===== src/rtl/vpw_pulse_width_decoder_assert.svh =====
// assertion helpers shared by the receiver modules
`ifndef VPW_PULSE_WIDTH_DECODER_ASSERT_SVH
`define VPW_PULSE_WIDTH_DECODER_ASSERT_SVH

// consequent must hold in the same cycle as the antecedent
`define VPW_ASSERT_NOW(name, clk, rst, ante, cons) \
  name: assert property (@(posedge clk) disable iff (rst) (ante) |-> (cons)) \
    else $error("vpw assertion failed in the same cycle");

// consequent must hold in the cycle after the antecedent
`define VPW_ASSERT_NEXT(name, clk, rst, ante, cons) \
  name: assert property (@(posedge clk) disable iff (rst) (ante) |=> (cons)) \
    else $error("vpw assertion failed one cycle later");

`endif


===== src/rtl/vpw_pkg.sv =====
package vpw_pkg;

  localparam int VPW_TS_W        = 16;
  localparam int VPW_REG_IDX_W   = 3;
  localparam int VPW_QUEUE_DEPTH = 2;

  // register reset values
  localparam logic [VPW_TS_W-1:0] VPW_SOF_MIN_RST   = 16'd163;
  localparam logic [VPW_TS_W-1:0] VPW_SOF_MAX_RST   = 16'd239;
  localparam logic [VPW_TS_W-1:0] VPW_LONG_MIN_RST  = 16'd96;
  localparam logic [VPW_TS_W-1:0] VPW_LONG_MAX_RST  = 16'd163;
  localparam logic [VPW_TS_W-1:0] VPW_SHORT_MIN_RST = 16'd34;
  localparam logic [VPW_TS_W-1:0] VPW_SHORT_MAX_RST = 16'd96;
  localparam logic [VPW_TS_W-1:0] VPW_MODULUS_RST   = 16'd65535;

  localparam logic [2:0] VPW_BIT_POS_TOP = 3'd7;
  localparam logic [7:0] VPW_COUNT_MAX   = 8'd255;

  // register indexes on the config port
  typedef enum logic [VPW_REG_IDX_W-1:0] {
    REG_SOF_MIN         = 3'd0,
    REG_SOF_MAX         = 3'd1,
    REG_LONG_MIN        = 3'd2,
    REG_LONG_MAX        = 3'd3,
    REG_SHORT_MIN       = 3'd4,
    REG_SHORT_MAX       = 3'd5,
    REG_COUNTER_MODULUS = 3'd6
  } vpw_reg_t;

  // result kinds
  typedef enum logic [1:0] {
    KIND_BYTE  = 2'd0,
    KIND_END   = 2'd1,
    KIND_START = 2'd2
  } vpw_kind_t;

  // operations handed from front to back
  typedef enum logic [1:0] {
    OP_END   = 2'd0,
    OP_SOF   = 2'd1,
    OP_LONG  = 2'd2,
    OP_SHORT = 2'd3
  } vpw_op_t;

  // input command codes
  localparam logic CMD_EDGE    = 1'b0;
  localparam logic CMD_TIMEOUT = 1'b1;

  typedef struct packed {
    logic                cmd;
    logic [VPW_TS_W-1:0] timestamp;
  } vpw_in_t;

  typedef struct packed {
    vpw_kind_t  kind;
    logic [7:0] data_byte;
    logic [7:0] frame_bytes;
  } vpw_out_t;

  typedef struct packed {
    logic [VPW_TS_W-1:0] sof_min;
    logic [VPW_TS_W-1:0] sof_max;
    logic [VPW_TS_W-1:0] long_min;
    logic [VPW_TS_W-1:0] long_max;
    logic [VPW_TS_W-1:0] short_min;
    logic [VPW_TS_W-1:0] short_max;
    logic [VPW_TS_W-1:0] counter_modulus;
  } vpw_cfg_t;

endpackage


===== src/rtl/vpw_pulse_width_decoder.sv =====
// path: a request passes the classify stage register, the op queue and the output register
// throughput: one request per cycle while the op queue is not full; the output register and a small op queue
//   between the classify front and the bit-assembly back keep either side moving
// reset (rst, synchronous, active high): registers return to defaults,
//   receiver idle, symbol history short/1, bit position 7, counts cleared
module vpw_pulse_width_decoder import vpw_pkg::*; #(
  parameter int QUEUE_DEPTH = VPW_QUEUE_DEPTH
) (
  input  logic                     clk,
  input  logic                     rst,
  input  logic                     in_valid,
  output logic                     in_ready,
  input  vpw_in_t                  in_data,
  output logic                     out_valid,
  input  logic                     out_ready,
  output vpw_out_t                 out_data,
  input  logic                     cfg_valid,
  output logic                     cfg_ready,
  input  logic [VPW_REG_IDX_W-1:0] cfg_index,
  input  logic [VPW_TS_W-1:0]      cfg_data
);

  vpw_cfg_t cfg;
  logic     push;
  vpw_op_t  push_op;
  logic     q_full;
  logic     q_not_empty;
  logic     pop;
  vpw_op_t  pop_op;

  assign cfg_ready = 1'b1;

  // configuration registers
  always_ff @(posedge clk) begin
    if (rst) begin
      cfg.sof_min         <= VPW_SOF_MIN_RST;
      cfg.sof_max         <= VPW_SOF_MAX_RST;
      cfg.long_min        <= VPW_LONG_MIN_RST;
      cfg.long_max        <= VPW_LONG_MAX_RST;
      cfg.short_min       <= VPW_SHORT_MIN_RST;
      cfg.short_max       <= VPW_SHORT_MAX_RST;
      cfg.counter_modulus <= VPW_MODULUS_RST;
    end else if (cfg_valid) begin
      unique case (cfg_index)
        REG_SOF_MIN:         cfg.sof_min         <= cfg_data;
        REG_SOF_MAX:         cfg.sof_max         <= cfg_data;
        REG_LONG_MIN:        cfg.long_min        <= cfg_data;
        REG_LONG_MAX:        cfg.long_max        <= cfg_data;
        REG_SHORT_MIN:       cfg.short_min       <= cfg_data;
        REG_SHORT_MAX:       cfg.short_max       <= cfg_data;
        REG_COUNTER_MODULUS: cfg.counter_modulus <= cfg_data;
        default: begin
        end
      endcase
    end
  end

  // measure and classify
  vpw_front u_front (
    .clk      (clk),
    .rst      (rst),
    .cfg      (cfg),
    .in_valid (in_valid),
    .in_ready (in_ready),
    .in_data  (in_data),
    .push     (push),
    .push_op  (push_op),
    .q_full   (q_full)
  );

  // op queue between the two halves
  vpw_queue #(
    .DEPTH (QUEUE_DEPTH)
  ) u_queue (
    .clk       (clk),
    .rst       (rst),
    .push      (push),
    .push_op   (push_op),
    .full      (q_full),
    .not_empty (q_not_empty),
    .pop       (pop),
    .pop_op    (pop_op)
  );

  // bit assembly and results
  vpw_back u_back (
    .clk         (clk),
    .rst         (rst),
    .q_not_empty (q_not_empty),
    .q_op        (pop_op),
    .pop         (pop),
    .out_valid   (out_valid),
    .out_ready   (out_ready),
    .out_data    (out_data)
  );

endmodule


===== src/rtl/vpw_queue.sv =====
`include "vpw_pulse_width_decoder_assert.svh"

module vpw_queue import vpw_pkg::*; #(
  parameter int DEPTH = VPW_QUEUE_DEPTH
) (
  input  logic    clk,
  input  logic    rst,
  input  logic    push,
  input  vpw_op_t push_op,
  output logic    full,
  output logic    not_empty,
  input  logic    pop,
  output vpw_op_t pop_op
);

  localparam int PTR_W = $clog2(DEPTH);
  localparam int CNT_W = $clog2(DEPTH + 1);

  vpw_op_t          mem [DEPTH];
  logic [PTR_W-1:0] wr_ptr;
  logic [PTR_W-1:0] rd_ptr;
  logic [CNT_W-1:0] count;

  assign full      = (count == CNT_W'(DEPTH));
  assign not_empty = (count != '0);
  assign pop_op    = mem[rd_ptr];

  // storage
  always_ff @(posedge clk) begin
    if (push) begin
      mem[wr_ptr] <= push_op;
    end
  end

  // pointers and fill count
  always_ff @(posedge clk) begin
    if (rst) begin
      wr_ptr <= '0;
      rd_ptr <= '0;
      count  <= '0;
    end else begin
      if (push) begin
        wr_ptr <= (wr_ptr == PTR_W'(DEPTH - 1)) ? '0 : wr_ptr + 1'b1;
      end
      if (pop) begin
        rd_ptr <= (rd_ptr == PTR_W'(DEPTH - 1)) ? '0 : rd_ptr + 1'b1;
      end
      if (push && !pop) begin
        count <= count + 1'b1;
      end else if (pop && !push) begin
        count <= count - 1'b1;
      end
    end
  end

  `VPW_ASSERT_NOW(a_q_no_underflow, clk, rst, pop, count != '0)
  `VPW_ASSERT_NOW(a_q_no_overflow, clk, rst, push && !pop, count != CNT_W'(DEPTH))

endmodule


===== src/rtl/vpw_front.sv =====
`include "vpw_pulse_width_decoder_assert.svh"

module vpw_front import vpw_pkg::*; (
  input  logic     clk,
  input  logic     rst,
  input  vpw_cfg_t cfg,
  input  logic     in_valid,
  output logic     in_ready,
  input  vpw_in_t  in_data,
  output logic     push,
  output vpw_op_t  push_op,
  input  logic     q_full
);

  logic                rx_active;
  logic [VPW_TS_W-1:0] prev_edge_time;

  // classify stage
  logic                st_valid;
  logic                st_cmd;
  logic                st_measure;
  logic [VPW_TS_W-1:0] st_width;

  logic                in_fire;
  logic                st_adv;
  logic                need_push;
  logic                in_sof;
  logic                in_long;
  logic                in_short;
  logic [VPW_TS_W:0]   diff;
  logic [VPW_TS_W-1:0] width_next;

  // width from previous edge, wrapped at the modulus when the stamp went back
  always_comb begin
    diff       = {1'b0, in_data.timestamp} - {1'b0, prev_edge_time};
    width_next = diff[VPW_TS_W-1:0] + (diff[VPW_TS_W] ? cfg.counter_modulus : '0);
  end

  // window compares
  assign in_sof   = (st_width > cfg.sof_min)   && (st_width <= cfg.sof_max);
  assign in_long  = (st_width > cfg.long_min)  && (st_width <= cfg.long_max);
  assign in_short = (st_width > cfg.short_min) && (st_width <= cfg.short_max);

  // sof wins, then long, then short
  always_comb begin
    push_op   = OP_END;
    need_push = 1'b0;
    if (st_cmd) begin
      push_op   = OP_END;
      need_push = 1'b1;
    end else if (st_measure) begin
      if (in_sof) begin
        push_op   = OP_SOF;
        need_push = 1'b1;
      end else if (in_long) begin
        push_op   = OP_LONG;
        need_push = 1'b1;
      end else if (in_short) begin
        push_op   = OP_SHORT;
        need_push = 1'b1;
      end
    end
  end

  assign push     = st_valid && need_push && !q_full;
  assign st_adv   = st_valid && (!need_push || !q_full);
  assign in_ready = !st_valid || st_adv;
  assign in_fire  = in_valid && in_ready;

  // stage control and edge tracking
  always_ff @(posedge clk) begin
    if (rst) begin
      st_valid       <= 1'b0;
      rx_active      <= 1'b0;
      prev_edge_time <= '0;
    end else begin
      if (in_fire) begin
        st_valid <= 1'b1;
      end else if (st_adv) begin
        st_valid <= 1'b0;
      end
      if (in_fire) begin
        if (in_data.cmd == CMD_TIMEOUT) begin
          rx_active <= 1'b0;
        end else begin
          rx_active      <= 1'b1;
          prev_edge_time <= in_data.timestamp;
        end
      end
    end
  end

  // stage payload
  always_ff @(posedge clk) begin
    if (in_fire) begin
      st_cmd     <= in_data.cmd;
      st_measure <= rx_active;
      st_width   <= width_next;
    end
  end

  `VPW_ASSERT_NEXT(a_timeout_goes_idle, clk, rst,
                   in_fire && in_data.cmd == CMD_TIMEOUT, !rx_active)

endmodule


===== src/rtl/vpw_back.sv =====
`include "vpw_pulse_width_decoder_assert.svh"

module vpw_back import vpw_pkg::*; (
  input  logic     clk,
  input  logic     rst,
  input  logic     q_not_empty,
  input  vpw_op_t  q_op,
  output logic     pop,
  output logic     out_valid,
  input  logic     out_ready,
  output vpw_out_t out_data
);

  logic       last_bit;
  logic       last_symbol;
  logic [2:0] bit_position;
  logic [7:0] byte_accumulator;
  logic [7:0] byte_count;

  logic       last_bit_next;
  logic       last_symbol_next;
  logic [2:0] bit_position_next;
  logic [7:0] byte_accumulator_next;
  logic [7:0] byte_count_next;
  logic       load;
  vpw_out_t   result;
  logic       sym;
  logic       bit_val;
  logic [7:0] acc_or;
  logic [7:0] count_inc;

  assign pop = q_not_empty && (!out_valid || out_ready);

  // execute one operation
  always_comb begin
    last_bit_next         = last_bit;
    last_symbol_next      = last_symbol;
    bit_position_next     = bit_position;
    byte_accumulator_next = byte_accumulator;
    byte_count_next       = byte_count;
    load                  = 1'b0;
    result                = '{kind: KIND_BYTE, data_byte: 8'd0, frame_bytes: 8'd0};
    sym                   = (q_op == OP_SHORT);
    bit_val               = (sym == last_symbol) ? !last_bit : last_bit;
    acc_or                = byte_accumulator | (8'(bit_val) << bit_position);
    count_inc             = (byte_count == VPW_COUNT_MAX) ? byte_count : byte_count + 8'd1;
    unique case (q_op) inside
      OP_END: begin
        load            = 1'b1;
        result.kind     = KIND_END;
        result.frame_bytes = byte_count;
        byte_count_next = '0;
      end
      OP_SOF: begin
        load                  = 1'b1;
        result.kind           = KIND_START;
        byte_count_next       = '0;
        byte_accumulator_next = '0;
        bit_position_next     = VPW_BIT_POS_TOP;
        last_bit_next         = 1'b1;
        last_symbol_next      = 1'b1;
      end
      OP_LONG, OP_SHORT: begin
        last_bit_next    = bit_val;
        last_symbol_next = sym;
        if (bit_position == 3'd0) begin
          load                  = 1'b1;
          result.kind           = KIND_BYTE;
          result.data_byte      = acc_or;
          result.frame_bytes    = count_inc;
          byte_count_next       = count_inc;
          byte_accumulator_next = '0;
          bit_position_next     = VPW_BIT_POS_TOP;
        end else begin
          byte_accumulator_next = acc_or;
          bit_position_next     = bit_position - 3'd1;
        end
      end
      default: begin
        load = 1'b0;
      end
    endcase
  end

  // symbol history and byte assembly
  always_ff @(posedge clk) begin
    if (rst) begin
      last_bit         <= 1'b1;
      last_symbol      <= 1'b1;
      bit_position     <= VPW_BIT_POS_TOP;
      byte_accumulator <= '0;
      byte_count       <= '0;
    end else if (pop) begin
      last_bit         <= last_bit_next;
      last_symbol      <= last_symbol_next;
      bit_position     <= bit_position_next;
      byte_accumulator <= byte_accumulator_next;
      byte_count       <= byte_count_next;
    end
  end

  // output register
  always_ff @(posedge clk) begin
    if (rst) begin
      out_valid <= 1'b0;
    end else if (pop && load) begin
      out_valid <= 1'b1;
    end else if (out_ready) begin
      out_valid <= 1'b0;
    end
  end

  always_ff @(posedge clk) begin
    if (pop && load) begin
      out_data <= result;
    end
  end

  `VPW_ASSERT_NEXT(a_byte_restarts_position, clk, rst,
                   pop && load && result.kind == KIND_BYTE, bit_position == VPW_BIT_POS_TOP)

endmodule


===== config.mk =====
export PLATFORM = sky130hd
export DESIGN_NAME = vpw_pulse_width_decoder
export DESIGN_NICKNAME = d
export VERILOG_FILES = /design/src/rtl/vpw_pkg.sv /design/src/rtl/vpw_pulse_width_decoder.sv /design/src/rtl/vpw_queue.sv /design/src/rtl/vpw_front.sv /design/src/rtl/vpw_back.sv
export VERILOG_INCLUDE_DIRS = /design/src /design/src/rtl
export SDC_FILE = /design/constraint.sdc
export NUM_CORES = 1
export LEC_CHECK = 0
export BUFFER_PORTS_ARGS = -buffer_cell sky130_fd_sc_hd__buf_2
export CORE_ASPECT_RATIO = 0.75
export CORE_MARGIN = 4
export CORE_UTILIZATION = 59
export CTS_CLUSTER_SIZE = 10
export DETAILED_ROUTE_END_ITERATION = 8
export PLACE_DENSITY = 0.83
export SYNTH_ARGS = -nofsm -noshare
export SYNTH_HDL_FRONTEND = slang
export SYNTH_SLANG_ARGS = --single-unit

===== constraint.sdc =====
create_clock -name clk -period 6 [get_ports clk]
set_clock_uncertainty 0.15 [all_clocks]
set_input_delay 0.6 -clock clk [delete_from_list [all_inputs] [get_ports clk]]
set_output_delay 0.6 -clock clk [all_outputs]
set_load 0.03 [all_outputs]

==> results of run 1 <==
what timing repair did:
action / in CTS / in global routing
endpoints found under the hold margin: 0 / 0
endpoints found under the setup margin: 0 / 2
gates resized for setup: 0 / 6
setup buffers: 0 / 0
flip-flops by register name, indices dropped and copies added (netlist names), 2 cells and up, named ones only:
register	cells
u_front.prev_edge_time	16
u_queue.count	2
u_back.out_data	18
u_back.byte_accumulator	8
cfg	112
u_back.byte_count	8
u_front.st_width	16
u_queue.mem	4
u_back.bit_position	3
metal layers:
layer | GRT usage [%] | vias to the layer above | routed length [um] | share of wire, %
met2 | 41.64 | 341 | 12590 | 46
met5 | 0 | - | 0 | 0
met4 | 8.302 | 0 | 519 | 1.9
li1 | - | 4744 | - | -
met1 | 35.30 | 4510 | 12240 | 45
met3 | 4.439 | 56 | 1934 | 7.1
logic make-up after synthesis:
kind of cell / share of synthesized area [%]
XOR/XNOR: 2.469
adder cells (fa/ha/maj): 14.79
multiplexers: 1.774
AO/OA/AOI/OAI: 15.33
other: 0.03303
AND/OR/NAND/NOR: 21.56
flip-flops: 38.27
buffers and inverters: 5.775
area by class of cell:
| class | count | area (um^2) | share of cell area, % |
|---|---|---|---|
| Sequential cell | 197 | 4344 | 34.69 |
| Clock buffer | 17 | 425.4 | 3.397 |
| Inverter | 127 | 476.7 | 3.807 |
| Tap cell | 247 | 309.0 | 2.468 |
| Multi-Input combinational cell | 990 | 6390 | 51.03 |
| Clock inverter | 15 | 214.0 | 1.709 |
| Timing Repair Buffer | 68 | 362.8 | 2.898 |
worst paths after layout:
path	start	endpoint	slack, ns	cells past startpoint
setup / recovery	u_front.prev_edge_time[0]$_SDFFE_PP0P_	u_front.st_width[15]$_DFFE_PP_	0.36	23
hold / removal	in_data[16]	u_front.rx_active$_SDFFE_PP0P_	0.22	2
setup reg to reg	u_front.prev_edge_time[0]$_SDFFE_PP0P_	u_front.st_width[15]$_DFFE_PP_	0.36	23
hold reg to reg	u_front.rx_active$_SDFFE_PP0P_	u_front.st_measure$_DFFE_PP_	0.31	0
where the power goes:
part	leakage, nW	total, mW	internal (mW)	switching, mW
logic	3.12	1.41	0.569	0.843
clock network	0.307	1.22	0.585	0.633
registers	1.66	1.68	1.52	0.158
critical path, stage by stage, from the launching register on:
cell      delay, ns
dfxtp_1        0.34
ha_1           0.16
inv_1          0.05
fa_1           0.43
a211oi_2       0.22
nor2_1         0.09
or4_1          0.44
a41o_1         0.27
o41a_1         0.37
a41oi_2        0.25
nand2_1        0.09
a21oi_2        0.20
buf_4          0.23
and2_1         0.16
ha_1           0.25
a211oi_2       0.30
o21a_1         0.18
nor3_2         0.06
a31oi_2        0.27
a21oi_2        0.11
a31oi_1        0.27
o21ai_0        0.16
xor2_1         0.19
xnor2_1        0.13
metrics by stage:
step | setup WS, ns | util, % | std cells | instance area, um^2
global placement | 0.08514 | 63.51 | 1629 | 11860
CTS | 0.2479 | 66.94 | 1661 | 12500
detailed placement | -0.1105 | 63.51 | 1629 | 11860
finish | 0.3577 | 67.07 | 1661 | 12520
floorplan | 0.4111 | - | 1358 | 11350
global route | 0.001101 | 67.07 | 1661 | 12520
cells in the final DEF (no fill, tap or decap), drive strengths merged, types with 6 or more instances in the layout:
cell,synthesis,final
nand2,232,232
dfxtp,157,157
a21oi,144,144
inv,127,135
ha,131,131
nor2,92,92
buf,4,68
nand2b,45,45
edfxtp,40,40
o21ai,33,33
nand3b,27,27
nor2b,24,24
nand4,23,23
a21o,22,22
xnor2,22,22
nand3,19,19
and2,19,19
mux2i,19,19
clkbuf,40,17
nor3,15,15
a211o,13,13
and3,12,12
o31ai,10,10
xor2,10,10
a211oi,10,10
a22oi,8,8
o211ai,7,7
clkinv,0,7
nor4,6,6
o21a,6,6
a31oi,6,6
==> flow_summary_export.csv, run 1 <==
group,metric,value,unit
floorplan,ios,62,
logic_synthesis,yosysSeqAreaShare,38.27,%
worst_setup_path,critPathKind,"flop to flop",
clock_network,holdBufCountCts,0,
placement,gp_congestion,0.8531,
logic_synthesis,yosysWarnings,0,
worst_setup_path,worstPathRequired,6.04,ns
layout,fin_nets,1575,
worst_setup_path,worstPathMaxFanout,15,
logic_synthesis,syn_avg_cell_area,8.359,um^2
global_route,grt_antenna_before_repair,0,
logic_synthesis,async_reset_ff_share,0,%
run_status,outcome,"finished, final reports clean",
routing,route.vias.total,9651,
placement,hpwlAfterDp,19120,um
pwr,p_leak,5.087,nW
timing,rsz0062_at_grt,"no",
floorplan,rows,43,
placement,port_buffers,60,
routing,wl_per_cell,16.43,um
logic_synthesis,yosysMostFrequentCell,"nand2_1",
clock_network,ctsLongestPathBuffers,2,
logic_synthesis,synth_area,0.01135,mm^2
layout,areaGrowthSynthToFinish,10.31,%
logic_synthesis,netlist.area_leader.share,27.69,%
timing,setup_viol,0,
logic_synthesis,synth_seq_cells,197,
routing,dr.pass1.iters,6,
logic_synthesis,synth_ff_type,"dfxtp_1",
routing,drtIter0Drc,935,
timing,relSlewSlack,18.75,%
global_route,grt_max_degree,126,
timing,whs,0.2182,ns
timing,finalHoldViolations,0,
worst_setup_path,crit_path_end_kind,"flop",
routing,ant_nets,0,
worst_hold_path,min_path_type,"primary input to flop",
clock_network,clock-root-buffer,"clkbuf_16",
timing,min_period,5.642,ns
clock_network,cts_tree,"done",
global_route,track_usage,25.73,%
floorplan,dieWidth,168.2,um
timing,finalSetupTns,0,ns
timing,max_freq,177.2,MHz
clock_network,htree_levels,4,
routing,routed_wl,27280,um
clock_network,clk_pin_slew,0.08,ns
floorplan,start_util,60.81,%
logic_synthesis,syn_nets,1532,
pwr,worst_ir_drop_vdd,0.2303,mV
logic_synthesis,ys_types,56,
timing,finalMaxSlewViolations,0,
pwr,power_density,343.9,mW/mm^2
global_route,grt_overflow,0,
floorplan,die-area,0.02155,mm^2
layout,num_antenna_cells,0,
logic_synthesis,synthTopCellsByArea,"dfxtp_1 (28%), ha_1 (14%), edfxtp_1 (11%)",
clock_network,clkSinkCount,197,
layout,drive_above_1_share,8.345,%
pwr,p_total,4.306,mW
logic_synthesis,synth_commonest_cells,"nand2_1 (232), dfxtp_1 (157), a21oi_1 (143)",
timing,layout_worst_path_cycle_share,94.04,%
worst_setup_path,cp-start-kind,"flop",
routing,drc,0,
global_route,grt_first_pass_wirelength,45310,um
logic_synthesis,synth_edf_count,40,
logic_synthesis,yosysTopAreaCell,"dfxtp_1",
layout,fillCellCount,1448,
worst_setup_path,crit_arrival,5.68,ns
timing,worst_pin_slew,1.214,ns
logic_synthesis,synthCells,1358,
floorplan,die-height,128.1,um
clock_network,cts_buffers,17,
clock_network,clock_latency,0.46,ns
routing,viasPerCell,5.810,
floorplan,core-area,0.01867,mm^2
global_route,first_global_vias,9160,
job,drv_cap,0,
(Power assumes the default switching activity.)
==> run 2, diff against run 1 <==
- CORE_UTILIZATION: 59 -> 60
- GPL_TIMING_DRIVEN: unset -> 0
- PLACE_DENSITY: 0.83 -> 0.85
- REMOVE_ABC_BUFFERS: unset -> 1
==> flow_summary_export.csv, run 2 (synthesis results as in run 1) <==
group,metric,value,unit
worst_hold_path,hp-start,"in_data[16]",
pwr,seqPwrFrac,38.8,%
pwr,worst_ir_drop_vdd,0.2171,mV
layout,regMostFlops,"cfg",
timing,layout_worst_path_cycle_share,97.74,%
routing,drtIter0Drc,1127,
floorplan,die-area,0.02121,mm^2
timing,finalSetupTns,0,ns
global_route,track_usage,26.58,%
run_status,outcome,"finished, final reports clean",
global_route,grt_max_degree,118,
worst_setup_path,r2r_setup_slack,0.14,ns
pwr,pwr-share-comb,34.0,%
clock_network,ctsLongestPathBuffers,2,
timing,setup_viol,0,
job,drv_cap,0,
clock_network,clock-root-buffer,"clkbuf_16",
timing,max_freq,170.5,MHz
routing,route.vias.total,9861,
pwr,power_density,341.6,mW/mm^2
routing,met2_length,12900,um
routing,wl_met1,12740,um
layout,fin_nets,1581,
worst_setup_path,crit_path_end_kind,"flop",
clock_network,clkSinkCount,197,
timing,relSlewSlack,13.24,%
worst_hold_path,hold_depth,1,
layout,num_antenna_cells,0,
layout,largest_reg_flops,112,
timing,finalMaxSlewViolations,0,
routing,viasPerCell,5.915,
floorplan,ios,62,
worst_hold_path,min_path_type,"primary input to flop",
floorplan,core-area,0.01851,mm^2
placement,hpwlAfterDp,19360,um
routing,ant_nets,0,
placement,pre_cts_slack,-0.6294,ns
pwr,switching_share,37.96,%
floorplan,start_util,61.34,%
worst_setup_path,r2r_cells,23,
worst_setup_path,timing.rr.end,"u_front.st_width[15]$_DFFE_PP_",
placement,port_buffers,60,
global_route,grt_first_pass_wirelength,45990,um
clock_network,clk_pin_slew,0.08,ns
clock_network,clock_latency,0.46,ns
routing,wl_per_cell,17.08,um
layout,reg_top3,"cfg: 112 flops, u_back.out_data: 18 flops",
timing,setup_ws,0.1357,ns
pwr,p_int,2.670,mW
layout,areaGrowthSynthToFinish,10.97,%
routing,drc,0,
global_route,grt_antenna_before_repair,0,
pwr,p_switching,1.633,mW
worst_setup_path,cp-start-kind,"flop",
worst_setup_path,critPathKind,"flop to flop",
routing,top_layer_used,"met4",
timing,whs,0.2161,ns
layout,final_cell_mix,"nand2_1 (231), dfxtp_1 (157), a21oi_1 (142)",
worst_setup_path,r2r_start,"u_front.prev_edge_time[0]$_SDFFE_PP0P_",
clock_network,cts_buffers,17,
timing,worst_pin_slew,1.297,ns
pwr,pwr-share-clk,27.1,%
layout,final_common_cell,"nand2_1",
worst_setup_path,worstPathMaxFanout,7,
timing,min_period,5.864,ns
routing,routed_wl,28480,um
timing,finalHoldViolations,0,
global_route,grt_overflow,0,
floorplan,die-height,127.1,um
worst_setup_path,worstPathRequired,6.06,ns
worst_hold_path,hold_path_end,"u_front.st_cmd$_DFFE_PP_",
routing,wl_met3,2201,um
global_route,first_global_vias,9274,
routing,dr.pass1.iters,6,
floorplan,rows,43,
pwr,p_leak,5.119,nW
clock_network,htree_levels,4,
layout,drive_above_1_share,9.014,%
clock_network,cts_tree,"done",
worst_setup_path,crit_arrival,5.92,ns
placement,gp_congestion,0.9056,
floorplan,dieWidth,166.8,um
-- run 2: worst max-delay path, cell delays in order, from the launching register on --
cell,delay [ns]
dfxtp_1,0.34
ha_1,0.16
inv_1,0.06
fa_2,0.38
a211oi_2,0.25
nor2_1,0.10
or4_1,0.44
a41o_1,0.29
o41a_1,0.43
a41oi_2,0.27
nand2_2,0.11
a21oi_4,0.25
buf_4,0.21
and2_1,0.14
ha_1,0.25
a211oi_1,0.36
o21a_1,0.21
nor3_2,0.07
a31oi_2,0.26
a21oi_2,0.11
a31oi_1,0.29
o21ai_1,0.16
xor2_1,0.20
xnor2_1,0.13
-- run 2: power by group through the flow --
stage	Sequential (mW)	Combinational (mW)	Clock, mW
finish	1.67	1.46	1.17
global placement	1.69	1.29	0
detailed placement	1.70	1.36	0
global route	1.68	1.63	1.23
CTS	1.67	1.41	1.17
floorplan	1.70	0.955	0
-- run 2: worst max path at each step --
stage	from	end	slack, ns
2_1_floorplan	in_data[0]	u_front.st_width[14]$_DFFE_PP_	0.40
3_3_place_gp	in_data[0]	u_front.st_width[14]$_DFFE_PP_	-0.44
3_5_place_dp	in_data[0]	u_front.st_width[14]$_DFFE_PP_	-0.63
4_1_cts	u_front.prev_edge_time[0]$_SDFFE_PP0P_	u_front.st_width[15]$_DFFE_PP_	0.0009
5_1_grt	u_front.prev_edge_time[0]$_SDFFE_PP0P_	u_front.st_width[15]$_DFFE_PP_	-0.11
6_report	u_front.prev_edge_time[0]$_SDFFE_PP0P_	u_front.st_width[15]$_DFFE_PP_	0.14
-- run 2: metrics by stage --
step	power (mW)	area (um^2)	util [%]	cells
2_1_floorplan	2.650	11170	-	1314
3_3_place_gp	2.984	11780	63.66	1621
3_5_place_dp	3.058	11880	64.18	1626
4_1_cts	4.248	12530	67.70	1662
5_1_grt	4.538	12600	68.06	1667
6_report	4.303	12600	68.06	1667
-- run 2: final cells by class --
type | count | area, um^2
inverter | 127 | 476.7
clock inverter | 15 | 183.9
timing repair buffer | 74 | 450.4
tap | 247 | 309.0
fill | 1418 | 5911
multi-input combinational | 990 | 6407
clock buffer | 17 | 425.4
sequential | 197 | 4344
-- run 2: per-layer routing --
layer  vias to the layer above  GRT usage, %
li1                       4743             -
met1                      4605         36.69
met2                       445         42.74
met3                        68         4.640
met4                         0         8.802
met5                         -             0
-- run 2: what timing repair did --
item / CTS / global route
pin swaps: 1 / 5
setup endpoints to repair: 4 / 4
hold buffers: 0 / 0
gates resized for setup: 3 / 11
setup buffers: 4 / 5
